`config.mk`:
```
export PLATFORM = sky130hd
export DESIGN_NAME = pmfde_ram
export DESIGN_NICKNAME = d
export VERILOG_FILES = /design/src/rtl/pmfde_ram.sv
export SDC_FILE = /design/constraint.sdc
export NUM_CORES = 2
export LEC_CHECK = 0
export ABC_AREA = 1
export BUFFER_PORTS_ARGS = -buffer_cell sky130_fd_sc_hd__buf_2
export CORE_ASPECT_RATIO = 0.7
export CORE_MARGIN = 4
export CORE_UTILIZATION = 55
export CTS_BUF_LIST = sky130_fd_sc_hd__clkbuf_8
export DETAILED_ROUTE_END_ITERATION = 7
export HOLD_SLACK_MARGIN = 0.15
export PLACE_DENSITY_LB_ADDON = 0.15
export SLEW_MARGIN = 10
export SYNTH_ARGS = -nofsm -noshare
export SYNTH_HDL_FRONTEND = slang
export SYNTH_SLANG_ARGS = --single-unit
```
`constraint.sdc`:
```
create_clock -name clock -period 4.6 [get_ports clock]
set_clock_uncertainty 0.05 [all_clocks]
set_input_delay 0.23 -clock clock [delete_from_list [all_inputs] [get_ports clock]]
set_output_delay 0.23 -clock clock [all_outputs]
set_load 0.1 [all_outputs]
```
`src/rtl/pmfde_ram.sv`:
```
// Generic simple dual-port RAM with registered read data.
`default_nettype none
module pmfde_ram #(
   parameter int WIDTH = 8,
   parameter int DEPTH = 256
) (
   input  wire logic                     clock,
   input  wire logic                     we,
   input  wire logic [$clog2(DEPTH)-1:0] waddr,
   input  wire logic [WIDTH-1:0]         wdata,
   input  wire logic [$clog2(DEPTH)-1:0] raddr,
   output logic      [WIDTH-1:0]         rdata
);
   logic [WIDTH-1:0] mem [DEPTH];

   always_ff @(posedge clock) begin
      if (we) begin
         mem[waddr] <= wdata;
      end
      rdata <= mem[raddr];
   end
endmodule
`default_nettype wire

```
* Word level (Yosys, flattened, before mapping)
Memory sizes are Yosys's and may differ from the RTL's. A register that Yosys moved wholly into a read port is not among the register bits. Index checks and enable logic that the tools add are counted.
Word-level totals: register bits 0, memory bits (writable) 2048, input port bits 26, logic and storage cells 3, memories 1
Operators by class: muxes and demuxes 2
Memories:
- mem | depth 256, bits a word 8, rd ports 1, clocked after Yosys merged registers in 1, wr ports 1, line 14 | logic [WIDTH-1:0] mem [DEPTH];
Operators by type and width (count):
- 2-to-1 mux 1 bit | 2

* Logic depth before layout (Yosys ltp)
depth in word-level cells 2, mapped depth 15, depth with buffers taken out 11

* Least setup slack after synthesis
OpenSTA, ideal clock, no wires.
path kind input port to flip-flop, from input we, to memory mem[162][0], enable pin, library setup time 370 ps, arrival 1351 ps, data required time 4180 ps, setup slack 2829 ps, stages 4, cell sequence clkbuf_1 > nand3_1 > clkbuf_1 > nor2_1
On the way: cells in the longest elaborated chain, start to end 2
Ends and longest elaborated chain:
- from (decl) | line 8 | input wire logic we,
- 2-to-1 mux 1 bit | line 17 | if (we) begin
- 2-to-1 mux 1 bit (not written as such) | line 18 | mem[waddr] <= wdata;
- to (decl) | line 14
No other way between the ends.

==> out/qor.yml <==
floorplanning:
  fp.dieH_um: 334
  die_area_um2: 158000
  coreArea_um2: 151000
  initial_core_util: 0.554
  rows: 119
  io_pins: 34
  die_w_um: 473
yosys:
  muxShareOfSynthArea: 0
  yosys.area_share.xor_xnor: 0
  synth-compound-area-share: 0
  mappedNetlistArea_um2: 83400
  synthSimpleGateAreaFrac: 0.229
  synth.avg_cell_area_um2: 11.9
  synth_top_family_by_area: "simple AND/OR/NAND/NOR gates"
  synth_fa_ha_area_frac: 0
  ys_warn_count: 0
  ys_ff_latch: 2056
  synth_cells: 7003
  syn-num-nets: 7029
  ys_seq_area_frac: 0.739
  synth_cell_type_count: 14
routing:
  drt-total-wl_mm: 233
  ant_nets: 0
  detail_route.vias_per_cell: 6.03
  drtIter0Drc: 7758
  route.detailed.drc: 0
  firstDrtPassIters: 6
  wl_per_cell_um: 25.3
  vias: 55642
cells_and_area:
  multi_input_area_um2: 19100
  area_growth_pct: 8.91
  stdcell_area_um2: 90800
  nets: 7047
  final_cell_mix: "nand2_1 (2,118), edfxtp_1 (2,048), nand3_1 (2,019)"
  regArea_um2: 61700
  instances_no_fill: 9223
  layout_commonest_cell: "nand2_1"
  num-fill-cells: 11882
  drive_gt1_frac: 0.0723
clock_network:
  clockBufferDepth: 4
  post_cts_buffers: 0
  h-tree-depth: 5
  clk_latency_ns: 1.02
  cts_tree: "yes"
  root_buffer: "clkbuf_8"
  cts_sinks: 2056
  cts_made_buffers: 318
  path_clk_slew_ns: 0.06
placed_design:
  dp_hpwl_mm: 132
  portBuffers: 33
  place_congestion: 0.859
  dpl.cell_count: 8666
  postPlaceCellArea_um2: 85100
power:
  p_seq_frac: 0.560
  p_comb_frac: 0.068
  p_leak_uw: 0.0317
  power_switching_share: 0.240
  p_clk_frac: 0.373
  p_sw_uw: 8860
  p_int_uw: 28100
  power.density_nw_per_um2: 407
  vdd_drop_max_mv: 0.312
grt:
  grt_max_degree: 220
  gr-usage-all-layers: 0.292
  grt-ovfl-total: 0
  grt_pass1_wl_mm: 345
  grt_pass1_vias: 51605
  antenna_found_initial: 10
worst_setup_path:
  regToRegSetupSlack_ns: 1.41
  cp-end-kind: "flip-flop"
  reg2reg_to: "rdata[1]"
  crit_type: "in2reg"
  cp-start-kind: "primary input"
  worstRegToRegCells: 12
  crit_end: "rdata[1]"
  crit-reg2reg-launch: "mem[169][1]"
  arrival_ns: 4.85
  worstPathMaxFanout: 67
  startpoint: "raddr[1]"
  crit_required_ns: 5.43
sta:
  whs_ns: 0.258
  clock.fmax_ghz: 0.249
  fin_crit_sh: 0.873
  setup-violations-final: 0
  final_max_slew_viol_count: 0
  relSlewSlack: 0.201
  rsz0062_at_grt: "false"
  tightestPinTransition_ns: 1.19
  hold_violations: 0
  fin_tns_setup_ns: 0
  fin_crit_ns: 4.02
job:
  cap_violations: 0
hold_path:
  worstHoldPathType: "in2reg"
status:
  outcome: "finished, final reports clean"
[cells by family (layout without fill, tap and decap cells)]
kind of cell  count (synthesis)  after routing
buf+inv                     522            741
flops                      2056           2056
other cells                   0              5
simple gates               4425           4425
[worst min-delay path by stage]
stage          startpoint          to  slack (ns)  depth (start not counted)
2_1_floorplan    wdata[0]   mem[0][0]        0.28                          0
3_3_place_gp     raddr[7]    rdata[1]        0.68                          3
3_5_place_dp     raddr[7]    rdata[1]        0.66                          3
4_1_cts          raddr[7]    rdata[2]        0.17                          4
5_1_grt          raddr[7]    rdata[2]        0.25                          4
6_report         wdata[5]  mem[66][5]        0.26                          2
[power groups by stage]
stage	Sequential (µW)	Combinational [µW]	Clock [µW]
floorplan	21100	1270	0
global placement	21100	2400	0
detailed placement	21100	2420	0
CTS	20700	2450	13900
global route	20700	2660	14800
finish	20700	2500	13800
[routing by layer]
layer,global-route usage,up-vias,share of wire
li1,-,24875,-
met1,0.460,27140,0.43
met2,0.403,3166,0.42
met3,0.0649,461,0.11
met4,0.0998,0,0.032
met5,0,-,0
[synth_stat cells]
| library cell | count | area (µm²) |
|---|---|---|
| buf_1 | 40 | 150 |
| buf_2 | 268 | 1340 |
| buf_4 | 46 | 345 |
| buf_6 | 16 | 180 |
| buf_8 | 1 | 15.0 |
| clkbuf_1 | 112 | 420 |
| dfxtp_1 | 8 | 160 |
| edfxtp_1 | 2048 | 61500 |
| inv_1 | 36 | 135 |
| inv_2 | 2 | 7.51 |
| inv_4 | 1 | 6.26 |
| nand2_1 | 2123 | 7970 |
| nand3_1 | 2019 | 10100 |
| nor2_1 | 283 | 1060 |
[sequential cells by signal, summed over array words and instances (netlist names)]
name	count
mem	2048
rdata	8
[layout make-up]
type                       count  share of cell area
sequential                  2056               0.679
multi-input combinational   4425               0.211
clock buffer                 327              0.0496
tap                         1996              0.0275
timing repair buffer         181              0.0208
clock inverter               194              0.0103
inverter                      39             0.00201
antenna                        5            0.000138
[worst max-delay path: stages]
cell           delay, ns
dlygate4sd3_1       0.57
buf_8               0.28
inv_8               0.48
buf_12              0.37
nand3_1             0.13
nand3_1             0.17
nand3_1             0.12
nand3_1             0.14
nand3_1             0.51
nand3_1             0.28
nand2_1             0.08
nand2_1             0.05
dlygate4sd3_1       0.55
nand2_1             0.05
dlygate4sd3_1       0.54
[per-stage QoR]
step,utilization,worst slack (ns),total power (µW)
CTS,0.603,0.956,37100
finish,0.603,0.584,36900
detailed placement,0.565,1.15,23500
global placement,0.565,1.12,23500
global route,0.603,0.621,38200
floorplan,-,2.83,22400
[repair_timing]
| action | CTS | global route |
|---|---|---|
| hold endpoints to repair | 2208 | 0 |
| gates resized for setup | 0 | 0 |
| hold buffers | 31 | 0 |
Power figures use the tool's default switching activity.
