**config.mk**
```make
export PLATFORM = sky130hd
export DESIGN_NAME = pmfde_front
export DESIGN_NICKNAME = d
export VERILOG_FILES = /design/src/rtl/pmfde_pkg.sv /design/src/rtl/pmfde_front.sv
export SDC_FILE = /design/constraint.sdc
export NUM_CORES = 1
export LEC_CHECK = 0
export BUFFER_PORTS_ARGS = -buffer_cell sky130_fd_sc_hd__buf_2
export CORE_MARGIN = 2
export CORE_UTILIZATION = 26
export CTS_CLUSTER_DIAMETER = 100
export DETAILED_ROUTE_END_ITERATION = 10
export GPL_ROUTABILITY_DRIVEN = 0
export MAX_ROUTING_LAYER = met4
export PLACE_DENSITY = 0.47
export SKIP_CTS_REPAIR_TIMING = 1
export SYNTH_ARGS = -nofsm -noshare
export SYNTH_HDL_FRONTEND = slang
export SYNTH_SLANG_ARGS = --single-unit
```
**constraint.sdc**
```tcl
create_clock -name clock -period 18.2 [get_ports clock]
set_clock_uncertainty 0.15 [all_clocks]
set_input_delay 2.73 -clock clock [delete_from_list [all_inputs] [get_ports clock]]
set_output_delay 2.73 -clock clock [all_outputs]
set_load 0.01 [all_outputs]
```
**src/rtl/pmfde_pkg.sv**
```systemverilog
// Shared types, codes and constants of the packed monochrome drawing engine.
`default_nettype none
package pmfde_pkg;
   localparam int SCREEN_WIDTH_DEF  = 400;
   localparam int SCREEN_HEIGHT_DEF = 300;

   localparam int CW    = 16;
   localparam int ERR_W = 18;
   localparam int ACC_W = 20;

   localparam logic [2:0] OP_CLEAR   = 3'd0;
   localparam logic [2:0] OP_PIXEL   = 3'd1;
   localparam logic [2:0] OP_FILL    = 3'd2;
   localparam logic [2:0] OP_OUTLINE = 3'd3;
   localparam logic [2:0] OP_LINE    = 3'd4;
   localparam logic [2:0] OP_ROUND   = 3'd5;
   localparam logic [2:0] OP_READ    = 3'd6;

   localparam logic [7:0] BYTE_WHITE = 8'hFF;
   localparam logic [7:0] BYTE_BLACK = 8'h00;
   localparam logic [2:0] BIT_TOP    = 3'd7;

   typedef logic signed [CW-1:0] coord_type;

   typedef struct packed {
      coord_type x;
      coord_type y;
      coord_type w;
      coord_type h;
   } rect_type;

   typedef enum logic [2:0] {
      KIND_NOP,
      KIND_CLEAR,
      KIND_PIXEL,
      KIND_RECTS,
      KIND_LINE,
      KIND_READ
   } kind_type;

   typedef struct packed {
      kind_type           kind;
      logic               ink;
      coord_type          x;
      coord_type          y;
      coord_type          x_end;
      coord_type          y_end;
      rect_type [3:0]     rects;
      logic [2:0]         rect_cnt;
      logic               arc_en;
      coord_type          radius;
      coord_type          left;
      coord_type          top;
      coord_type          right;
      coord_type          bottom;
      logic [13:0]        read_index;
   } cmd_type;

   typedef enum logic [2:0] {
      ST_CLEAR,
      ST_IDLE,
      ST_RSETUP,
      ST_PLOT_RD,
      ST_PLOT_WR,
      ST_READ_RD,
      ST_READ_DATA,
      ST_RESULT
   } state_type;

   typedef enum logic [1:0] {
      MODE_PIXEL,
      MODE_RECT,
      MODE_LINE,
      MODE_ARC
   } mode_type;

   function automatic coord_type sext12(input logic [11:0] v);
      return coord_type'(signed'(v));
   endfunction
endpackage
`default_nettype wire

```
**src/rtl/pmfde_front.sv**
```systemverilog
// Front end: takes requests, breaks them into primitives and queues them.
`default_nettype none
module pmfde_front (
   input  wire logic                 clock,
   input  wire logic                 reset,
   input  wire logic                 hold,
   input  wire logic                 push,
   output logic                      full,
   input  wire logic [2:0]           req_operation,
   input  wire logic signed [11:0]   req_x,
   input  wire logic signed [11:0]   req_y,
   input  wire logic signed [11:0]   req_x_end,
   input  wire logic signed [11:0]   req_y_end,
   input  wire logic signed [11:0]   req_width,
   input  wire logic signed [11:0]   req_height,
   input  wire logic signed [11:0]   req_thickness,
   input  wire logic signed [11:0]   req_radius,
   input  wire logic                 req_black,
   input  wire logic [13:0]          req_read_index,
   output logic                      cmd_valid,
   output pmfde_pkg::cmd_type        cmd,
   input  wire logic                 cmd_pop
);
   pmfde_pkg::cmd_type   cmd_in;
   pmfde_pkg::cmd_type   entry_ff [2];
   logic                 wr_ptr_ff, wr_ptr_in;
   logic                 rd_ptr_ff, rd_ptr_in;
   logic [1:0]           count_ff, count_in;
   logic                 accept;
   logic                 take;

   pmfde_pkg::coord_type x, y, w, h, t, r, two_r, one;

   always_comb begin
      x     = pmfde_pkg::sext12(req_x);
      y     = pmfde_pkg::sext12(req_y);
      w     = pmfde_pkg::sext12(req_width);
      h     = pmfde_pkg::sext12(req_height);
      t     = pmfde_pkg::sext12(req_thickness);
      r     = pmfde_pkg::sext12(req_radius);
      two_r = r <<< 1;
      one   = pmfde_pkg::coord_type'(1);

      cmd_in            = '0;
      cmd_in.kind       = pmfde_pkg::KIND_NOP;
      cmd_in.ink        = req_black;
      cmd_in.x          = x;
      cmd_in.y          = y;
      cmd_in.x_end      = pmfde_pkg::sext12(req_x_end);
      cmd_in.y_end      = pmfde_pkg::sext12(req_y_end);
      cmd_in.radius     = r;
      cmd_in.read_index = req_read_index;

      unique case (req_operation)
         pmfde_pkg::OP_CLEAR: cmd_in.kind = pmfde_pkg::KIND_CLEAR;
         pmfde_pkg::OP_PIXEL: cmd_in.kind = pmfde_pkg::KIND_PIXEL;
         pmfde_pkg::OP_FILL: begin
            cmd_in.kind     = pmfde_pkg::KIND_RECTS;
            cmd_in.rects[0] = '{x: x, y: y, w: w, h: h};
            cmd_in.rect_cnt = 3'd1;
         end
         pmfde_pkg::OP_OUTLINE: begin
            cmd_in.kind     = pmfde_pkg::KIND_RECTS;
            cmd_in.rects[0] = '{x: x, y: y, w: w, h: t};
            cmd_in.rects[1] = '{x: x, y: y + h - t, w: w, h: t};
            cmd_in.rects[2] = '{x: x, y: y, w: t, h: h};
            cmd_in.rects[3] = '{x: x + w - t, y: y, w: t, h: h};
            cmd_in.rect_cnt = 3'd4;
         end
         pmfde_pkg::OP_LINE: cmd_in.kind = pmfde_pkg::KIND_LINE;
         pmfde_pkg::OP_ROUND: begin
            cmd_in.kind     = pmfde_pkg::KIND_RECTS;
            cmd_in.rects[0] = '{x: x + r, y: y, w: w - two_r, h: one};
            cmd_in.rects[1] = '{x: x + r, y: y + h - one, w: w - two_r, h: one};
            cmd_in.rects[2] = '{x: x, y: y + r, w: one, h: h - two_r};
            cmd_in.rects[3] = '{x: x + w - one, y: y + r, w: one, h: h - two_r};
            cmd_in.rect_cnt = 3'd4;
            // The corner arcs run only while a >= b holds at the start.
            cmd_in.arc_en   = !r[pmfde_pkg::CW-1];
            cmd_in.left     = x + r;
            cmd_in.top      = y + r;
            cmd_in.right    = x + w - one - r;
            cmd_in.bottom   = y + h - one - r;
         end
         pmfde_pkg::OP_READ: cmd_in.kind = pmfde_pkg::KIND_READ;
         default: cmd_in.kind = pmfde_pkg::KIND_NOP;
      endcase
   end

   assign full      = hold || (count_ff == 2'd2);
   assign accept    = push && !full;
   assign cmd_valid = (count_ff != 2'd0);
   assign take      = cmd_pop && cmd_valid;
   assign cmd       = entry_ff[rd_ptr_ff];

   always_comb begin
      wr_ptr_in = accept ? !wr_ptr_ff : wr_ptr_ff;
      rd_ptr_in = take ? !rd_ptr_ff : rd_ptr_ff;
      count_in  = count_ff + {1'b0, accept} - {1'b0, take};
   end

   always_ff @(posedge clock) begin
      if (reset) begin
         wr_ptr_ff <= 1'b0;
         rd_ptr_ff <= 1'b0;
         count_ff  <= 2'd0;
      end else begin
         wr_ptr_ff <= wr_ptr_in;
         rd_ptr_ff <= rd_ptr_in;
         count_ff  <= count_in;
      end
   end

   always_ff @(posedge clock) begin
      if (accept) begin
         entry_ff[wr_ptr_ff] <= cmd_in;
      end
   end
endmodule
`default_nettype wire

```
======== Word level (Yosys, flattened, before mapping) ========
Memories as Yosys holds them, arrays and structs flattened. A register that Yosys moved wholly into a read port is not among the register bits.
Cells that the tools add are included.
storage, ports and cells
  bits in registers ....................... 4
  bits in writable memories ............... 844
  input bits .............................. 119
  output and inout port bits .............. 424
  word-level logic and storage cells ...... 44
  memories kept ........................... 1
operators by class
  $add $sub $neg .......................... 14
  eq/ne operators ......................... 7
  multiplexer cells ....................... 9
  reduce and logical (&&, ||, !) cells .... 10
memory list
  memory    words  bits a word  rd ports  clocked after Yosys merged registers in  write ports  line               source
  entry_ff  2      422          1         1                                        1            pmfde_front.sv:25  pmfde_pkg::cmd_type entry_ff [2];
operators by type and width
  operator                                                               count
  192-bit case mux with 2 select lines                                   1
  67-bit case mux with 3 select lines                                    1
  64-bit two-way mux                                                     1
  12-bit by 12-bit adder with 13-bit output                              4
  14-bit by 12-bit subtractor with 15-bit output                         2
  12-bit by 13-bit subtractor with 14-bit output                         2
  13-bit by 12-bit subtractor with 14-bit output                         2
  13-bit by 2-bit subtractor with 14-bit output (second input constant)  2
  3-bit case mux with 5 select lines                                     1
  3-bit == test (second input constant)                                  3
  3-bit by 2-bit == test with 1-bit output (second input constant)       2
  1-bit two-way mux                                                      5
  1-bit logical NOT                                                      4
  3-bit by 1-bit == test with 1-bit output (second input constant)       1
  3-bit logical NOT                                                      1
  3-bit OR reduction                                                     1
  2-bit by 1-bit adder with 2-bit output                                 1
  2-bit == test (second input constant)                                  1
  1-bit logical AND                                                      2
  2-bit nonzero test                                                     1
  2-bit by 1-bit subtractor with 2-bit output                            1
  1-bit logical OR                                                       1

======== Longest topological paths before layout ========
  depth in word-level cells ............... 6
  depth in mapped cells ................... 17
  mapped depth without buffers ............ 17

======== Least setup slack after synthesis ========
No wires, ideal clock.
  path type ............................... input -> register
  from .................................... input hold
  to ...................................... memory entry_ff[0][0] (netlist bit) (enable)
  setup time .............................. 0.955 ns
  arrival ................................. 15.203 ns
  data required time ...................... 17.095 ns
  path slack .............................. 1.892 ns
  cell stages on the path ................. 3
  buffers on the path ..................... 0
  cell sequence ........................... a21oi_1 nand2_1 nor2_1
on the way
  longest elaborated chain between the ends .. 5
RTL lines
  element                                  line                source
  start: declaration                       pmfde_front.sv:6    input wire logic hold,
  1-bit logical OR                         pmfde_front.sv:90   assign full = hold || (count_ff == 2'd2);
  1-bit logical NOT                        pmfde_front.sv:91   assign accept = push && !full;
  1-bit logical AND                        pmfde_front.sv:91
  1-bit two-way mux                        pmfde_front.sv:115  if (accept) begin
  1-bit two-way mux (implied by the code)  pmfde_front.sv:116  entry_ff[wr_ptr_ff] <= cmd_in;
  end: declaration                         pmfde_front.sv:25
No other way between the ends.

==> impl_metrics.yaml <==
outcome:
  run_status: "finished clean"
synthesis:
  synth_enable_flop_cells: 588
  yosys.cell_count.top_type: "edfxtp_1"
  synthTopCellsByArea: "edfxtp_1 60%, mux2_2 11%, ha_1 5.5%"
  yosysWarningCount: 0
  post_synthesis_share_of_cell_area_spent_on_full_adders_half_adders_and_majority_gates_pct: 6.177
  netlist_area_um2: 29570
  mappedNetlistNets: 2424
  post-synth-top-area-fraction_pct: 59.71
  netlist_instances: 2165
  avgSynthCellArea_um2: 13.66
  yosys.area_share.xor_xnor_pct: 3.110
  synth_compound_gate_area_share_pct: 7.264
  synth_area_leader_cell: "edfxtp_1"
  synthMuxAreaShare_pct: 11.36
  synth_sequential_area_ratio_pct: 60.04
  simple_gate_share_of_the_synthesized_area_pct: 7.002
  synth_async_sr_flop_share_pct: 0
  synth.distinct_cells: 62
  synthFlopType: "edfxtp_1"
  netlist_top_cells_count: "588 x edfxtp_1, 294 x mux2_2, 130 x ha_1, 128 x buf_4, 128 x nor2_1"
  yosys_register_bits: 593
  synth_top_family_by_area: "multiplexers"
setup_path:
  reg2reg_setup_slack_ns: 14.18
  largest_driver_fanout_on_the_critical_path: 7
  rr_endpoint: "entry_ff[1][50]"
  rr_startpoint: "count_ff[0]"
  crit_path_start_kind: "input pin"
  worst_path_arrival_time_ns: 7.14
  crit_path_end_kind: "register"
  reg2reg_depth: 5
  worst-endpoint-required_ns: 18.50
  setup.worst_path.class: "in -> reg"
sta:
  timing.final.hold_violations: 0
  final_period_minus_worst_setup_slack_ns: 6.839
  timing.final.setup_violations: 0
  max-slew-margin-rel_pct: 29.83
  final_max_slew_viol_count: 0
  layout_worst_path_cycle_share_pct: 37.58
  worst_slew_pin_slew_ns: 1.053
  fmax_mhz: 146.2
  grt_setup_unrepaired: "no"
  setup-tns-final_ns: 0
power_and_ir_drop:
  p_leak_nw: 13.96
  irDropWorstVdd_mv: 0.05860
  pwr_density_cell_nw_per_um2: 122.9
global_route:
  globalRoute.totalOverflow: 0
  grt_usage_pct: 15.84
  grt_start_max_net_pins: 153
  grt_pass1_wl_um: 130000
  antenna_found_initial: 13
  via_count_of_the_first_global_routing_pass: 19030
floorplanning:
  effective_utilization_at_floorplan_pct: 26.25
  die_area_um2: 116500
  core_area_um2: 112700
  die_width_um: 341.3
  number_of_i_o_pins: 543
  placementRows: 123
  die-height_um: 341.3
clock_network:
  clock_latency_ns: 0.63
  numCtsBuffers: 74
  cts.sink_count: 593
  cts.path.max_buffers: 3
  clock_slew_at_the_register_clock_pins_of_the_worst_setup_and_hold_paths_ns: 0.06
  clock-root-buffer: "clkbuf_16"
  cts_tree: "built"
  cts_htree_levels: 3
detailed_routing:
  post_route_drc: 0
  route.detailed.wl_per_inst_um: 22.01
  drt-pass1-iter-count: 5
  ant_nets: 0
  initialDrtViolationCount: 1232
  total_routed_length_um: 91840
  vias_per_cell: 4.570
  vias: 19070
finish:
  final_nets: 2867
  drive_gt1_share_pct: 36.77
  area.growth.synth_to_final_pct: 19.88
  final-instance-count-excl-fill: 4173
placement:
  detailed_place_hpwl_um: 65820
  placed_cells_incl_taps: 4032
  io_buffer_count: 541
hold_path:
  hold_path_startpoint: "rd_ptr_ff"
  worst_hold_path_type: "reg -> reg"
  hold_depth: 2
flow_run:
  maxCapViolCount: 0
[logic make-up (layout without fill, tap and decap cells)]
logic type,Yosys count,in the layout
DFF,593,593
and+or+nand+nor,439,439
AOI/OAI and AO/OA,320,320
muxes,299,299
buffers and inverters,268,768
adders and majority gates,140,140
xor gates and xnor gates,105,105
other,1,9
[area by class of cell]
type / instances / area [um2]
Antenna cell: 8 / 20.02
Clock buffer: 87 / 1943
Clock inverter: 46 / 349.1
Fill cell: 11330 / 77200
Inverter: 78 / 292.8
Multi-Input combinational cell: 1304 / 10360
Sequential cell: 593 / 17760
Tap cell: 1500 / 1877
Timing Repair Buffer: 557 / 2853
[where the power goes]
part           switching [W]  leakage [nW]  internal [W]  total [W]
registers          0.0000330          5.54       0.00163    0.00166
clock network       0.000586          1.12      0.000800    0.00139
logic               0.000770          7.30      0.000536    0.00131
[layout by cell type (no fill, tap or decap), types with 11 or more instances in the layout]
cell	instances
and2_1	37
a21oi_1	68
nand3_1	21
a211oi_1	14
nor3_1	41
and3_1	12
or3_1	13
ha_1	130
clkbuf_16	76
edfxtp_1	588
a22o_1	11
nand2_1	123
clkinv_1	13
buf_2	541
buf_4	14
clkinv_2	14
a21o_1	67
xnor2_1	67
o21a_1	16
mux2_2	294
nand2b_1	17
clkbuf_1	11
inv_1	78
nor2_1	126
o21ai_0	60
xor2_1	38
nor2b_1	12
[worst max-delay path by stage]
stage / startpoint / endpoint / cells after the start / slack (ns)
final: req_x[0] / entry_ff[0][43] / 17 / 11.36
after global routing: req_x[0] / entry_ff[0][43] / 17 / 10.96
after CTS: register / cmd[257] / 4 / 11.25
after detailed placement: req_x[0] / entry_ff[0][43] / 17 / 10.87
after global placement: req_x[0] / entry_ff[0][43] / 17 / 10.94
after floorplan: hold / entry_ff[0][0] / 3 / 1.89
[routing by layer]
| metal | routed length [um] | GRT usage [%] | up-vias |
|---|---|---|---|
| met2 | 43680 | 25.28 | 633 |
| met3 | 5795 | 3.206 | 171 |
| met1 | 39000 | 19.55 | 9413 |
| met4 | 3375 | 6.571 | 0 |
| met5 | 0 | - | - |
| li1 | - | - | 8855 |
[sequential cells by signal (all words and copies together) (netlist names), named ones only]
signal and cells:
entry_ff 588, count_ff 2, rd_ptr_ff 1, wr_ptr_ff 1
[per-stage QoR]
step | setup slack (ns) | cell area, um2 | total power [W] | utilization (%) | hold slack (ns)
floorplan | 1.892 | 29570 | 0.002631 | - | 0.3311
global placement | 10.94 | 33140 | 0.003013 | 29.42 | 0.3488
detailed placement | 10.87 | 33140 | 0.003022 | 29.42 | 0.3917
CTS | 11.25 | 35430 | 0.004439 | 31.45 | 0.4168
global route | 10.96 | 35440 | 0.004579 | 31.46 | 0.4564
finish | 11.36 | 35450 | 0.004357 | 31.47 | 0.4081
[critical path: stages]
cell      delay [ns]
buf_2           0.21
ha_1            0.25
inv_1           0.07
fa_1            0.39
nand2b_1        0.19
a211oi_1        0.40
o311a_1         0.22
a21oi_1         0.10
nor4_1          0.77
nand2_1         0.15
xnor2_1         0.24
ha_1            0.33
or3_1           0.38
o21ai_0         0.09
a21oi_1         0.10
a31oi_1         0.23
mux2i_1         0.26
Power figures use the tool's default switching activity.
