**src/rtl/pmfde_pkg.sv**
```systemverilog
// Shared types, codes and constants of the packed monochrome drawing engine.
`default_nettype none
package pmfde_pkg;
   localparam int SCREEN_WIDTH_DEF  = 400;
   localparam int SCREEN_HEIGHT_DEF = 300;

   localparam int CW    = 16;
   localparam int ERR_W = 18;
   localparam int ACC_W = 20;

   localparam logic [2:0] OP_CLEAR   = 3'd0;
   localparam logic [2:0] OP_PIXEL   = 3'd1;
   localparam logic [2:0] OP_FILL    = 3'd2;
   localparam logic [2:0] OP_OUTLINE = 3'd3;
   localparam logic [2:0] OP_LINE    = 3'd4;
   localparam logic [2:0] OP_ROUND   = 3'd5;
   localparam logic [2:0] OP_READ    = 3'd6;

   localparam logic [7:0] BYTE_WHITE = 8'hFF;
   localparam logic [7:0] BYTE_BLACK = 8'h00;
   localparam logic [2:0] BIT_TOP    = 3'd7;

   typedef logic signed [CW-1:0] coord_type;

   typedef struct packed {
      coord_type x;
      coord_type y;
      coord_type w;
      coord_type h;
   } rect_type;

   typedef enum logic [2:0] {
      KIND_NOP,
      KIND_CLEAR,
      KIND_PIXEL,
      KIND_RECTS,
      KIND_LINE,
      KIND_READ
   } kind_type;

   typedef struct packed {
      kind_type           kind;
      logic               ink;
      coord_type          x;
      coord_type          y;
      coord_type          x_end;
      coord_type          y_end;
      rect_type [3:0]     rects;
      logic [2:0]         rect_cnt;
      logic               arc_en;
      coord_type          radius;
      coord_type          left;
      coord_type          top;
      coord_type          right;
      coord_type          bottom;
      logic [13:0]        read_index;
   } cmd_type;

   typedef enum logic [2:0] {
      ST_CLEAR,
      ST_IDLE,
      ST_RSETUP,
      ST_PLOT_RD,
      ST_PLOT_WR,
      ST_READ_RD,
      ST_READ_DATA,
      ST_RESULT
   } state_type;

   typedef enum logic [1:0] {
      MODE_PIXEL,
      MODE_RECT,
      MODE_LINE,
      MODE_ARC
   } mode_type;

   function automatic coord_type sext12(input logic [11:0] v);
      return coord_type'(signed'(v));
   endfunction
endpackage
`default_nettype wire

```
**src/rtl/pmfde_back.sv**
```systemverilog
// Back end: rasterizes queued primitives into the frame store, one pixel at a time.
`default_nettype none
module pmfde_back #(
   parameter int SCREEN_WIDTH  = pmfde_pkg::SCREEN_WIDTH_DEF,
   parameter int SCREEN_HEIGHT = pmfde_pkg::SCREEN_HEIGHT_DEF,
   localparam int COL_PAIRS = (SCREEN_WIDTH + 1) / 2,
   localparam int ROW_QUADS = (SCREEN_HEIGHT + 3) / 4,
   localparam int DEPTH     = COL_PAIRS * ROW_QUADS,
   localparam int AW        = $clog2(DEPTH)
) (
   input  wire logic                 clock,
   input  wire logic                 reset,
   input  wire logic                 cmd_valid,
   input  wire pmfde_pkg::cmd_type   cmd,
   output logic                      cmd_pop,
   output logic                      init,
   output logic                      ram_we,
   output logic [AW-1:0]             ram_waddr,
   output logic [7:0]                ram_wdata,
   output logic [AW-1:0]             ram_raddr,
   input  wire logic [7:0]           ram_rdata,
   input  wire logic                 pop,
   output logic                      empty,
   output logic [7:0]                rsp_read_data
);
   localparam int XW = $clog2(SCREEN_WIDTH);
   localparam int YW = $clog2(SCREEN_HEIGHT);

   typedef logic signed [pmfde_pkg::ERR_W-1:0] err_type;
   typedef logic signed [pmfde_pkg::ACC_W-1:0] acc_type;

   pmfde_pkg::state_type state_ff, state_in;
   pmfde_pkg::mode_type  mode_ff, mode_in;
   pmfde_pkg::cmd_type   cmd_ff, cmd_in;
   logic [1:0]           rect_idx_ff, rect_idx_in;
   pmfde_pkg::coord_type cur_x_ff, cur_x_in, cur_y_ff, cur_y_in;
   pmfde_pkg::coord_type x0_ff, x0_in, x1_ff, x1_in, y1_ff, y1_in;
   err_type              err_ff, err_in, dx_ff, dx_in, dy_ff, dy_in;
   logic                 sx_neg_ff, sx_neg_in, sy_neg_ff, sy_neg_in;
   pmfde_pkg::coord_type a_ff, a_in, b_ff, b_in;
   acc_type              acc_ff, acc_in;
   logic [2:0]           k_ff, k_in;
   logic [AW-1:0]        addr_ff, addr_in;
   logic [2:0]           bit_ff, bit_in;
   logic                 rd_ok_ff, rd_ok_in;
   logic [7:0]           data_ff, data_in;
   logic [AW-1:0]        clr_cnt_ff, clr_cnt_in;
   logic [7:0]           clr_val_ff, clr_val_in;
   logic                 init_ff, init_in;
   logic                 out_valid_ff, out_valid_in;
   logic [7:0]           out_data_ff, out_data_in;

   // Point selection and byte address of the current pixel.
   pmfde_pkg::coord_type pt_x, pt_y;
   logic                 on_screen;
   logic [XW-1:0]        px;
   logic [YW-1:0]        py, inv;
   logic [AW-1:0]        pix_addr;
   logic [2:0]           pix_bit;

   always_comb begin
      pt_x = cur_x_ff;
      pt_y = cur_y_ff;
      if (mode_ff == pmfde_pkg::MODE_ARC) begin
         unique case (k_ff)
            3'd0: begin pt_x = cmd_ff.left - a_ff;  pt_y = cmd_ff.top - b_ff;    end
            3'd1: begin pt_x = cmd_ff.left - b_ff;  pt_y = cmd_ff.top - a_ff;    end
            3'd2: begin pt_x = cmd_ff.right + a_ff; pt_y = cmd_ff.top - b_ff;    end
            3'd3: begin pt_x = cmd_ff.right + b_ff; pt_y = cmd_ff.top - a_ff;    end
            3'd4: begin pt_x = cmd_ff.left - a_ff;  pt_y = cmd_ff.bottom + b_ff; end
            3'd5: begin pt_x = cmd_ff.left - b_ff;  pt_y = cmd_ff.bottom + a_ff; end
            3'd6: begin pt_x = cmd_ff.right + a_ff; pt_y = cmd_ff.bottom + b_ff; end
            default: begin pt_x = cmd_ff.right + b_ff; pt_y = cmd_ff.bottom + a_ff; end
         endcase
      end
      on_screen = !pt_x[pmfde_pkg::CW-1] && !pt_y[pmfde_pkg::CW-1]
                  && (pt_x < pmfde_pkg::coord_type'(SCREEN_WIDTH))
                  && (pt_y < pmfde_pkg::coord_type'(SCREEN_HEIGHT));
      px       = pt_x[XW-1:0];
      py       = pt_y[YW-1:0];
      // Rows are stored bottom first.
      inv      = YW'(SCREEN_HEIGHT - 1) - py;
      pix_addr = AW'(px >> 1) * AW'(ROW_QUADS) + AW'(inv >> 2);
      pix_bit  = pmfde_pkg::BIT_TOP - {inv[1:0], px[0]};
   end

   // Stepping of the active primitive to its next pixel.
   pmfde_pkg::coord_type adv_x, adv_y, adv_a, adv_b;
   err_type              adv_err, e2;
   acc_type              adv_acc, acc1;
   logic [2:0]           adv_k;
   logic                 prim_done;
   pmfde_pkg::coord_type b1, a1;

   always_comb begin
      adv_x     = cur_x_ff;
      adv_y     = cur_y_ff;
      adv_err   = err_ff;
      adv_a     = a_ff;
      adv_b     = b_ff;
      adv_acc   = acc_ff;
      adv_k     = k_ff;
      prim_done = 1'b0;
      e2        = err_ff <<< 1;
      b1        = b_ff + pmfde_pkg::coord_type'(1);
      a1        = a_ff - pmfde_pkg::coord_type'(1);
      acc1      = acc_ff + acc_type'(1) + (acc_type'(b1) <<< 1);
      unique case (mode_ff)
         pmfde_pkg::MODE_PIXEL: prim_done = 1'b1;
         pmfde_pkg::MODE_RECT: begin
            if (cur_x_ff + pmfde_pkg::coord_type'(1) < x1_ff) begin
               adv_x = cur_x_ff + pmfde_pkg::coord_type'(1);
            end else if (cur_y_ff + pmfde_pkg::coord_type'(1) < y1_ff) begin
               adv_x = x0_ff;
               adv_y = cur_y_ff + pmfde_pkg::coord_type'(1);
            end else begin
               prim_done = 1'b1;
            end
         end
         pmfde_pkg::MODE_LINE: begin
            if (cur_x_ff == cmd_ff.x_end && cur_y_ff == cmd_ff.y_end) begin
               prim_done = 1'b1;
            end else begin
               if (e2 >= dy_ff) begin
                  adv_err = adv_err + dy_ff;
                  adv_x   = sx_neg_ff ? cur_x_ff - pmfde_pkg::coord_type'(1)
                                      : cur_x_ff + pmfde_pkg::coord_type'(1);
               end
               if (e2 <= dx_ff) begin
                  adv_err = adv_err + dx_ff;
                  adv_y   = sy_neg_ff ? cur_y_ff - pmfde_pkg::coord_type'(1)
                                      : cur_y_ff + pmfde_pkg::coord_type'(1);
               end
            end
         end
         default: begin
            if (k_ff != 3'd7) begin
               adv_k = k_ff + 3'd1;
            end else begin
               adv_k   = 3'd0;
               adv_b   = b1;
               adv_acc = acc1;
               if (((acc1 - acc_type'(a_ff)) <<< 1) + acc_type'(1) > acc_type'(0)) begin
                  adv_a   = a1;
                  adv_acc = acc1 + acc_type'(1) - (acc_type'(a1) <<< 1);
               end
               prim_done = (adv_a < adv_b);
            end
         end
      endcase
   end

   // Clipping of the current rectangle.
   pmfde_pkg::rect_type  rc;
   pmfde_pkg::coord_type cx0, cx1, cy0, cy1, x_sum, y_sum;
   logic                 rect_empty;

   always_comb begin
      rc    = cmd_ff.rects[rect_idx_ff];
      x_sum = rc.x + rc.w;
      y_sum = rc.y + rc.h;
      cx0   = rc.x[pmfde_pkg::CW-1] ? '0 : rc.x;
      cy0   = rc.y[pmfde_pkg::CW-1] ? '0 : rc.y;
      cx1   = (x_sum > pmfde_pkg::coord_type'(SCREEN_WIDTH))
              ? pmfde_pkg::coord_type'(SCREEN_WIDTH) : x_sum;
      cy1   = (y_sum > pmfde_pkg::coord_type'(SCREEN_HEIGHT))
              ? pmfde_pkg::coord_type'(SCREEN_HEIGHT) : y_sum;
      rect_empty = (rc.w <= 0) || (rc.h <= 0) || (cx0 >= cx1) || (cy0 >= cy1);
   end

   // Sequencer.
   err_type ldx, ldy;
   logic    rect_over;
   logic    finish;

   always_comb begin
      state_in     = state_ff;
      mode_in      = mode_ff;
      cmd_in       = cmd_ff;
      rect_idx_in  = rect_idx_ff;
      cur_x_in     = cur_x_ff;
      cur_y_in     = cur_y_ff;
      x0_in        = x0_ff;
      x1_in        = x1_ff;
      y1_in        = y1_ff;
      err_in       = err_ff;
      dx_in        = dx_ff;
      dy_in        = dy_ff;
      sx_neg_in    = sx_neg_ff;
      sy_neg_in    = sy_neg_ff;
      a_in         = a_ff;
      b_in         = b_ff;
      acc_in       = acc_ff;
      k_in         = k_ff;
      addr_in      = addr_ff;
      bit_in       = bit_ff;
      rd_ok_in     = rd_ok_ff;
      data_in      = data_ff;
      clr_cnt_in   = clr_cnt_ff;
      clr_val_in   = clr_val_ff;
      init_in      = init_ff;
      out_valid_in = out_valid_ff && !pop;
      out_data_in  = out_data_ff;
      cmd_pop      = 1'b0;
      ram_we       = 1'b0;
      ram_waddr    = addr_ff;
      ram_wdata    = '0;
      ram_raddr    = pix_addr;
      rect_over    = 1'b0;
      finish       = 1'b0;

      ldx = err_type'(cmd.x_end - cmd.x);
      ldy = err_type'(cmd.y_end - cmd.y);
      if (ldx < 0) begin
         ldx = -ldx;
      end
      if (ldy > 0) begin
         ldy = -ldy;
      end

      unique case (state_ff)
         pmfde_pkg::ST_CLEAR: begin
            ram_we    = 1'b1;
            ram_waddr = clr_cnt_ff;
            ram_wdata = clr_val_ff;
            if (clr_cnt_ff == AW'(DEPTH - 1)) begin
               clr_cnt_in = '0;
               if (init_ff) begin
                  init_in  = 1'b0;
                  state_in = pmfde_pkg::ST_IDLE;
               end else begin
                  state_in = pmfde_pkg::ST_RESULT;
               end
            end else begin
               clr_cnt_in = clr_cnt_ff + AW'(1);
            end
         end
         pmfde_pkg::ST_IDLE: begin
            if (cmd_valid) begin
               cmd_pop     = 1'b1;
               cmd_in      = cmd;
               data_in     = '0;
               cur_x_in    = cmd.x;
               cur_y_in    = cmd.y;
               rect_idx_in = '0;
               unique case (cmd.kind)
                  pmfde_pkg::KIND_CLEAR: begin
                     clr_val_in = cmd.ink ? pmfde_pkg::BYTE_BLACK : pmfde_pkg::BYTE_WHITE;
                     state_in   = pmfde_pkg::ST_CLEAR;
                  end
                  pmfde_pkg::KIND_PIXEL: begin
                     mode_in  = pmfde_pkg::MODE_PIXEL;
                     state_in = pmfde_pkg::ST_PLOT_RD;
                  end
                  pmfde_pkg::KIND_RECTS: begin
                     mode_in  = pmfde_pkg::MODE_RECT;
                     state_in = pmfde_pkg::ST_RSETUP;
                  end
                  pmfde_pkg::KIND_LINE: begin
                     mode_in   = pmfde_pkg::MODE_LINE;
                     dx_in     = ldx;
                     dy_in     = ldy;
                     err_in    = ldx + ldy;
                     sx_neg_in = !(cmd.x < cmd.x_end);
                     sy_neg_in = !(cmd.y < cmd.y_end);
                     state_in  = pmfde_pkg::ST_PLOT_RD;
                  end
                  pmfde_pkg::KIND_READ: state_in = pmfde_pkg::ST_READ_RD;
                  default: state_in = pmfde_pkg::ST_RESULT;
               endcase
            end
         end
         pmfde_pkg::ST_RSETUP: begin
            if (rect_empty) begin
               rect_over = 1'b1;
            end else begin
               cur_x_in = cx0;
               cur_y_in = cy0;
               x0_in    = cx0;
               x1_in    = cx1;
               y1_in    = cy1;
               state_in = pmfde_pkg::ST_PLOT_RD;
            end
         end
         pmfde_pkg::ST_PLOT_RD: begin
            addr_in = pix_addr;
            bit_in  = pix_bit;
            if (on_screen) begin
               state_in = pmfde_pkg::ST_PLOT_WR;
            end else begin
               finish = 1'b1;
            end
         end
         pmfde_pkg::ST_PLOT_WR: begin
            ram_we    = 1'b1;
            ram_waddr = addr_ff;
            ram_wdata = cmd_ff.ink ? (ram_rdata & ~(8'd1 << bit_ff))
                                   : (ram_rdata | (8'd1 << bit_ff));
            state_in  = pmfde_pkg::ST_PLOT_RD;
            finish    = 1'b1;
         end
         pmfde_pkg::ST_READ_RD: begin
            ram_raddr = AW'(cmd_ff.read_index);
            rd_ok_in  = (32'(cmd_ff.read_index) < 32'(DEPTH));
            state_in  = pmfde_pkg::ST_READ_DATA;
         end
         pmfde_pkg::ST_READ_DATA: begin
            data_in  = rd_ok_ff ? ram_rdata : '0;
            state_in = pmfde_pkg::ST_RESULT;
         end
         default: begin
            if (!out_valid_ff || pop) begin
               out_valid_in = 1'b1;
               out_data_in  = data_ff;
               state_in     = pmfde_pkg::ST_IDLE;
            end
         end
      endcase

      // Step to the next pixel, or close the primitive.
      if (finish) begin
         state_in = pmfde_pkg::ST_PLOT_RD;
         cur_x_in = adv_x;
         cur_y_in = adv_y;
         err_in   = adv_err;
         a_in     = adv_a;
         b_in     = adv_b;
         acc_in   = adv_acc;
         k_in     = adv_k;
         if (prim_done) begin
            if (mode_ff == pmfde_pkg::MODE_RECT) begin
               rect_over = 1'b1;
            end else begin
               state_in = pmfde_pkg::ST_RESULT;
            end
         end
      end

      if (rect_over) begin
         if ({1'b0, rect_idx_ff} + 3'd1 < cmd_ff.rect_cnt) begin
            rect_idx_in = rect_idx_ff + 2'd1;
            state_in    = pmfde_pkg::ST_RSETUP;
         end else if (cmd_ff.arc_en) begin
            mode_in  = pmfde_pkg::MODE_ARC;
            a_in     = cmd_ff.radius;
            b_in     = '0;
            acc_in   = '0;
            k_in     = '0;
            state_in = pmfde_pkg::ST_PLOT_RD;
         end else begin
            state_in = pmfde_pkg::ST_RESULT;
         end
      end
   end

   assign init          = init_ff;
   assign empty         = !out_valid_ff;
   assign rsp_read_data = out_data_ff;

   always_ff @(posedge clock) begin
      if (reset) begin
         state_ff     <= pmfde_pkg::ST_CLEAR;
         init_ff      <= 1'b1;
         clr_cnt_ff   <= '0;
         clr_val_ff   <= pmfde_pkg::BYTE_WHITE;
         out_valid_ff <= 1'b0;
         mode_ff      <= pmfde_pkg::MODE_PIXEL;
         rect_idx_ff  <= '0;
         k_ff         <= '0;
      end else begin
         state_ff     <= state_in;
         init_ff      <= init_in;
         clr_cnt_ff   <= clr_cnt_in;
         clr_val_ff   <= clr_val_in;
         out_valid_ff <= out_valid_in;
         mode_ff      <= mode_in;
         rect_idx_ff  <= rect_idx_in;
         k_ff         <= k_in;
      end
   end

   always_ff @(posedge clock) begin
      cmd_ff      <= cmd_in;
      cur_x_ff    <= cur_x_in;
      cur_y_ff    <= cur_y_in;
      x0_ff       <= x0_in;
      x1_ff       <= x1_in;
      y1_ff       <= y1_in;
      err_ff      <= err_in;
      dx_ff       <= dx_in;
      dy_ff       <= dy_in;
      sx_neg_ff   <= sx_neg_in;
      sy_neg_ff   <= sy_neg_in;
      a_ff        <= a_in;
      b_ff        <= b_in;
      acc_ff      <= acc_in;
      addr_ff     <= addr_in;
      bit_ff      <= bit_in;
      rd_ok_ff    <= rd_ok_in;
      data_ff     <= data_in;
      out_data_ff <= out_data_in;
   end
endmodule
`default_nettype wire

```
**config.mk**
```make
export PLATFORM = sky130hd
export DESIGN_NAME = pmfde_back
export DESIGN_NICKNAME = d
export VERILOG_FILES = /design/src/rtl/pmfde_pkg.sv /design/src/rtl/pmfde_back.sv
export SDC_FILE = /design/constraint.sdc
export NUM_CORES = 2
export LEC_CHECK = 0
export ABC_AREA = 1
export BUFFER_PORTS_ARGS = -buffer_cell sky130_fd_sc_hd__buf_2
export CORE_MARGIN = 2
export CORE_UTILIZATION = 24
export CTS_CLUSTER_SIZE = 14
export DETAILED_ROUTE_END_ITERATION = 16
export PLACE_DENSITY = 0.38
export SLEW_MARGIN = 25
export SYNTH_ARGS = -nofsm -noshare
export SYNTH_HDL_FRONTEND = slang
export SYNTH_SLANG_ARGS = --single-unit
```
**constraint.sdc**
```tcl
create_clock -name clock -period 47.5 [get_ports clock]
set_input_delay 14.25 -clock clock [delete_from_list [all_inputs] [get_ports clock]]
set_output_delay 14.25 -clock clock [all_outputs]
set_load 0.05 [all_outputs]
```
After elaboration in Yosys (flattened, before gate mapping)
Index checks and enable logic that the tools add are counted.
{"block": "totals", "regBits": 643, "input_bits": 434, "output_inout_bits": 48}
{"block": "op_classes", "add_sub_neg": 36, "multipliers": 1, "magnitude_cmp": 21, "eq_ne": 40, "shifts": 1, "mux": 120, "bitwise_logic": 5, "n_reduce_logical": 45}
{"cell": "16-bit two-way mux", "count": 35}
{"cell": "18-bit two-way mux", "count": 12}
{"cell": "20-bit two-way mux", "count": 7}
{"cell": "64-bit binary-select mux with 2-bit select", "count": 1}
{"cell": "16-bit one-hot mux with 2 select lines", "count": 4}
{"cell": "16-bit adder", "count": 6}
{"cell": "16-bit one-hot mux with 3 select lines", "count": 2}
{"cell": "16-bit < comparator", "count": 5}
{"cell": "64-bit two-way mux", "count": 1}
{"cell": "16-bit subtractor", "count": 4}
{"cell": "20-bit by 2-bit adder with 20-bit output (second input constant)", "count": 3}
{"cell": "18-bit adder", "count": 3}
{"cell": "3-bit two-way mux", "count": 18}
{"cell": "16-bit by 2-bit adder with 16-bit output (second input constant)", "count": 3}
{"cell": "16-bit by 2-bit subtractor with 16-bit output (second input constant)", "count": 3}
{"cell": "14-bit two-way mux", "count": 3}
{"cell": "17-bit negation with 18-bit output", "count": 2}
{"cell": "16-bit by 16-bit subtractor with 17-bit output", "count": 2}
{"cell": "16-bit == test", "count": 2}
{"cell": "16-bit >= comparator", "count": 2}
{"cell": "16-bit by 10-bit greater-than comparator with 1-bit output (second input constant)", "count": 2}
{"cell": "16-bit by 1-bit <= comparator with 1-bit output (second input constant)", "count": 2}
{"cell": "16-bit by 10-bit < comparator with 1-bit output (second input constant)", "count": 2}
{"cell": "8-bit two-way mux", "count": 4}
{"cell": "60 further kinds", "count": 141}

Depth between registers and ports, before layout
{"block": "depth", "ltp_word": 15, "depth_mapped": 50}

Least setup slack after synthesis
OpenSTA, ideal clock, no wires.
{"block": "synth_path", "path_type": "input to output", "startpoint": "input cmd_valid", "endpoint": "output cmd_pop", "arrival_time_ns": 30.914, "required_time_ns": 33.250, "setup_slack_ns": 2.336, "path_stages": 2, "path_buffers": 0, "path_cell_list": "inv_1 nor2_1"}
{"block": "synth_via", "elab_chain_len": 2}
{"element": "start, declared", "line_no": "pmfde_back.sv:13", "source": "input wire logic cmd_valid,"}
{"element": "1-bit two-way mux", "line_no": "pmfde_back.sv:239", "source": "if (cmd_valid) begin"}
{"element": "1-bit two-way mux", "line_no": "pmfde_back.sv:221", "source": "unique case (state_ff)"}
{"element": "end, declared", "line_no": "pmfde_back.sv:15", "source": "output logic cmd_pop,"}
Every way passes these cells.

Worst setup path in the final report
Same ends and word-level chain as after synthesis.

==> metrics.log <==
INFO  metric post_synth_cell_types = 60
INFO  metric syn_to_final_growth = 18.78%
INFO  metric worst_path_class_setup = primary input to output pin
INFO  metric cp_common_cell = buf_2
INFO  metric cell_count_post_placement = 7738
INFO  metric report.final.setup_viol = 0
INFO  metric critPathCaptureType = output pin
INFO  metric die_w = 426.3 um
INFO  metric share_of_the_yosys_chip_area_belonging_to_registers = 42.59%
INFO  metric synthCells = 5014
INFO  metric totalNegativeSetupSlack = 0 ns
INFO  metric ys_ff_latch = 633
INFO  metric asyncSetResetFlopFracSynth = 0%
INFO  metric timing.critical_path.fanout_max = 6
INFO  metric final_max_slew_violation_count = 0
INFO  metric yosys_warnings = 0
INFO  metric vias_post_dr = 35950
INFO  metric achievable-frequency = 0.03406 GHz
INFO  metric result_of_the_run = completed
INFO  metric floorplan_row_count = 154
INFO  metric hpwl = 131100 um
INFO  metric holdBufCountCts = 0
INFO  metric nets = 6358
INFO  metric cp.arrival = 15.11 ns
INFO  metric cts-buffers-inserted = 85
INFO  metric postCtsSetupBuffers = 0
INFO  metric crit_path_start_kind = primary input
INFO  metric clock_tree.htree_level_count = 3
INFO  metric post_drt_wl_per_cell = 20.76 um
INFO  metric crit_path_top_delay_cell = buf_2
INFO  metric dr.pass1.iters = 7
INFO  metric crit_path_max_incr_delay = 0.29 ns
INFO  metric grt_start_max_net_pins = 74
INFO  metric synth_area_per_cell = 8.535 um^2
INFO  metric drt-vias-per-instance = 4.546
INFO  metric placedInstanceArea = 47900 um^2
INFO  metric globalRouteTotalUtil = 17.70%
INFO  metric io_pins = 482
INFO  metric number_of_global_route_vias_before_repair = 35480
INFO  metric drive_above_1_share = 12.56%
INFO  metric synth_fp_nets = 5886
INFO  metric place.port_buffers = 481
INFO  metric detailed_router_s_first_iteration_violation_count = 2107
INFO  metric path_clk_slew = 0.05 ns
INFO  metric cts.sink_count = 633
INFO  metric synth_flop_cell = edfxtp_1
INFO  metric unrepaired_setup_endpoints_after_global_routing = no
INFO  metric grt.overflow.total = 0
INFO  metric floorplan.die.height = 426.3 um
INFO  metric clk_latency = 0.73 ns
INFO  metric tightest_hold_check_type = flip-flop to flip-flop
INFO  metric count_of_flip_flops_with_a_built_in_enable_after_synthesis = 555
INFO  metric cts_buffer_depth = 3
INFO  metric timing.critical_path.cells = buf_2 > inv_1 > nor2_4 > buf_4 > buf_2
INFO  metric finished_core_util = 28.77%
INFO  metric floorplan.core_area = 176700 um^2
INFO  metric stdcell_area = 50830 um^2
INFO  metric drc = 0
INFO  metric grt_first_pass_wirelength = 237000 um
INFO  metric period_share = 61.81%
INFO  metric antenna_found_initial = 37
INFO  metric timing.slew.headroom = 33.41%
INFO  metric critical_path_required = 33.25 ns
INFO  metric finalClockSkew = 0.03266 ns
INFO  metric dieArea = 181700 um^2
INFO  metric max_cap_viol_count = 0
INFO  metric timing_worst_slew_pin_value = 0.9988 ns
INFO  metric post_cts.resized_instances = 0
INFO  metric post_synth_instance_area = 42800 um^2
INFO  metric min_period = 29.36 ns
INFO  metric drt_wl_total = 164100 um
INFO  metric drt_antenna_net_count = 0
INFO  metric clock-root-buffer = clkbuf_16
INFO  metric floorplan.initialDensity = 24.22%
INFO  metric final_cell_count_no_fill = 7908
INFO  metric routabilityCongestion = 0.8510
INFO  metric cts_tree = built
INFO  metric timing.final.hold_violations = 0
## path summary, 6_finish.rpt
check | from | end | slack, ns | cells past startpoint
setup / recovery | cmd_valid | cmd_pop | 18.14 | 5
hold / removal | data_ff[6]$_SDFFCE_PN0P_ | rsp_read_data[6]$_DFFE_PP_ | 0.42 | 0
setup reg to reg | rect_idx_ff[1]$_SDFF_PP0_ | a_ff[5]$_DFF_P_ | 38.02 | 45
hold reg to reg | data_ff[6]$_SDFFCE_PN0P_ | rsp_read_data[6]$_DFFE_PP_ | 0.42 | 0
## Yosys cell counts, types with 66 or more instances
master    number  area [um^2]
nand2_1      922         3461
inv_1        686         2575
edfxtp_1     555        16670
o21ai_0      485         2427
nor2_1       443         1663
ha_1         411         5142
a21oi_1      347         1737
nand3_1      186        930.9
xor2_1       185         1620
clkbuf_1     105        394.1
xnor2_1       91        797.0
dfxtp_1       78         1562
nor3_1        73        365.4
o211ai_1      66        495.5
## sequential cells by signal, indices dropped and copies added (netlist names), 8 cells and up
| signal | cells |
|---|---|
| dx_ff | 18 |
| err_ff | 17 |
| addr_ff | 14 |
| x0_ff | 15 |
| data_ff | 8 |
| a_ff | 16 |
| y1_ff | 16 |
| clr_cnt_ff | 14 |
| dy_ff | 18 |
| cmd_ff | 387 |
| acc_ff | 19 |
| x1_ff | 16 |
| cur_x_ff | 16 |
| rsp_read_data | 8 |
| cur_y_ff | 16 |
| b_ff | 16 |
## cell usage in the layout, fill, tap and decap left out, types with 36 or more instances in the layout
| cell type | instances |
|---|---|
| a21oi_1 | 347 |
| inv_1 | 684 |
| o22ai_1 | 36 |
| xor2_1 | 185 |
| buf_4 | 38 |
| o21ai_0 | 484 |
| dfxtp_1 | 76 |
| buf_2 | 481 |
| clkbuf_16 | 86 |
| xnor2_1 | 91 |
| nand4_1 | 42 |
| nand2_1 | 922 |
| ha_1 | 411 |
| o211ai_1 | 66 |
| nand3_1 | 186 |
| edfxtp_1 | 555 |
| nor2_1 | 439 |
| nor3_1 | 71 |
## routing by layer
metal / GRT usage, % / wire length [um] / vias to the layer above
li1: - / - / 18090
met1: 21.94 / 71360 / 16890
met2: 31.66 / 82120 / 724
met3: 3.013 / 6698 / 207
met4: 4.264 / 3710 / 44
met5: 0 / 251 / -
## final cells by class
type / instances / area (um^2)
Clock inverter: 58 / 669.4
Inverter: 697 / 2621
Fill cell: 18910 / 125900
Tap cell: 2340 / 2928
Timing Repair Buffer: 520 / 2708
Sequential cell: 633 / 18230
Multi-Input combinational cell: 3549 / 21430
Clock buffer: 100 / 2215
Antenna cell: 11 / 27.53
## metrics by stage
step / setup slack, ns / hold WS [ns]
2_1_floorplan: 2.336 / 0.4003
3_3_place_gp: 18.14 / 0.4020
3_5_place_dp: 18.14 / 0.4045
4_1_cts: 18.13 / 0.4107
5_1_grt: 18.11 / 0.4311
6_report: 18.14 / 0.4196
## critical path, delay by kind of cell
kind,cells,cell delay (ns)
simple gates,1,0.11
buf+inv,4,0.74
## cells by family after synthesis
logic type	after synthesis	synth area share, %
flops	633	42.59
simple gates	1723	16.49
fa+ha+maj	438	13.28
buf+inv	832	7.455
other cells	1	0.008762
xor+xnor	276	5.648
compound gates	1111	14.53
Power is not shown: default switching activity piles up to over one toggle a cycle in this logic, so the estimate is an artifact.
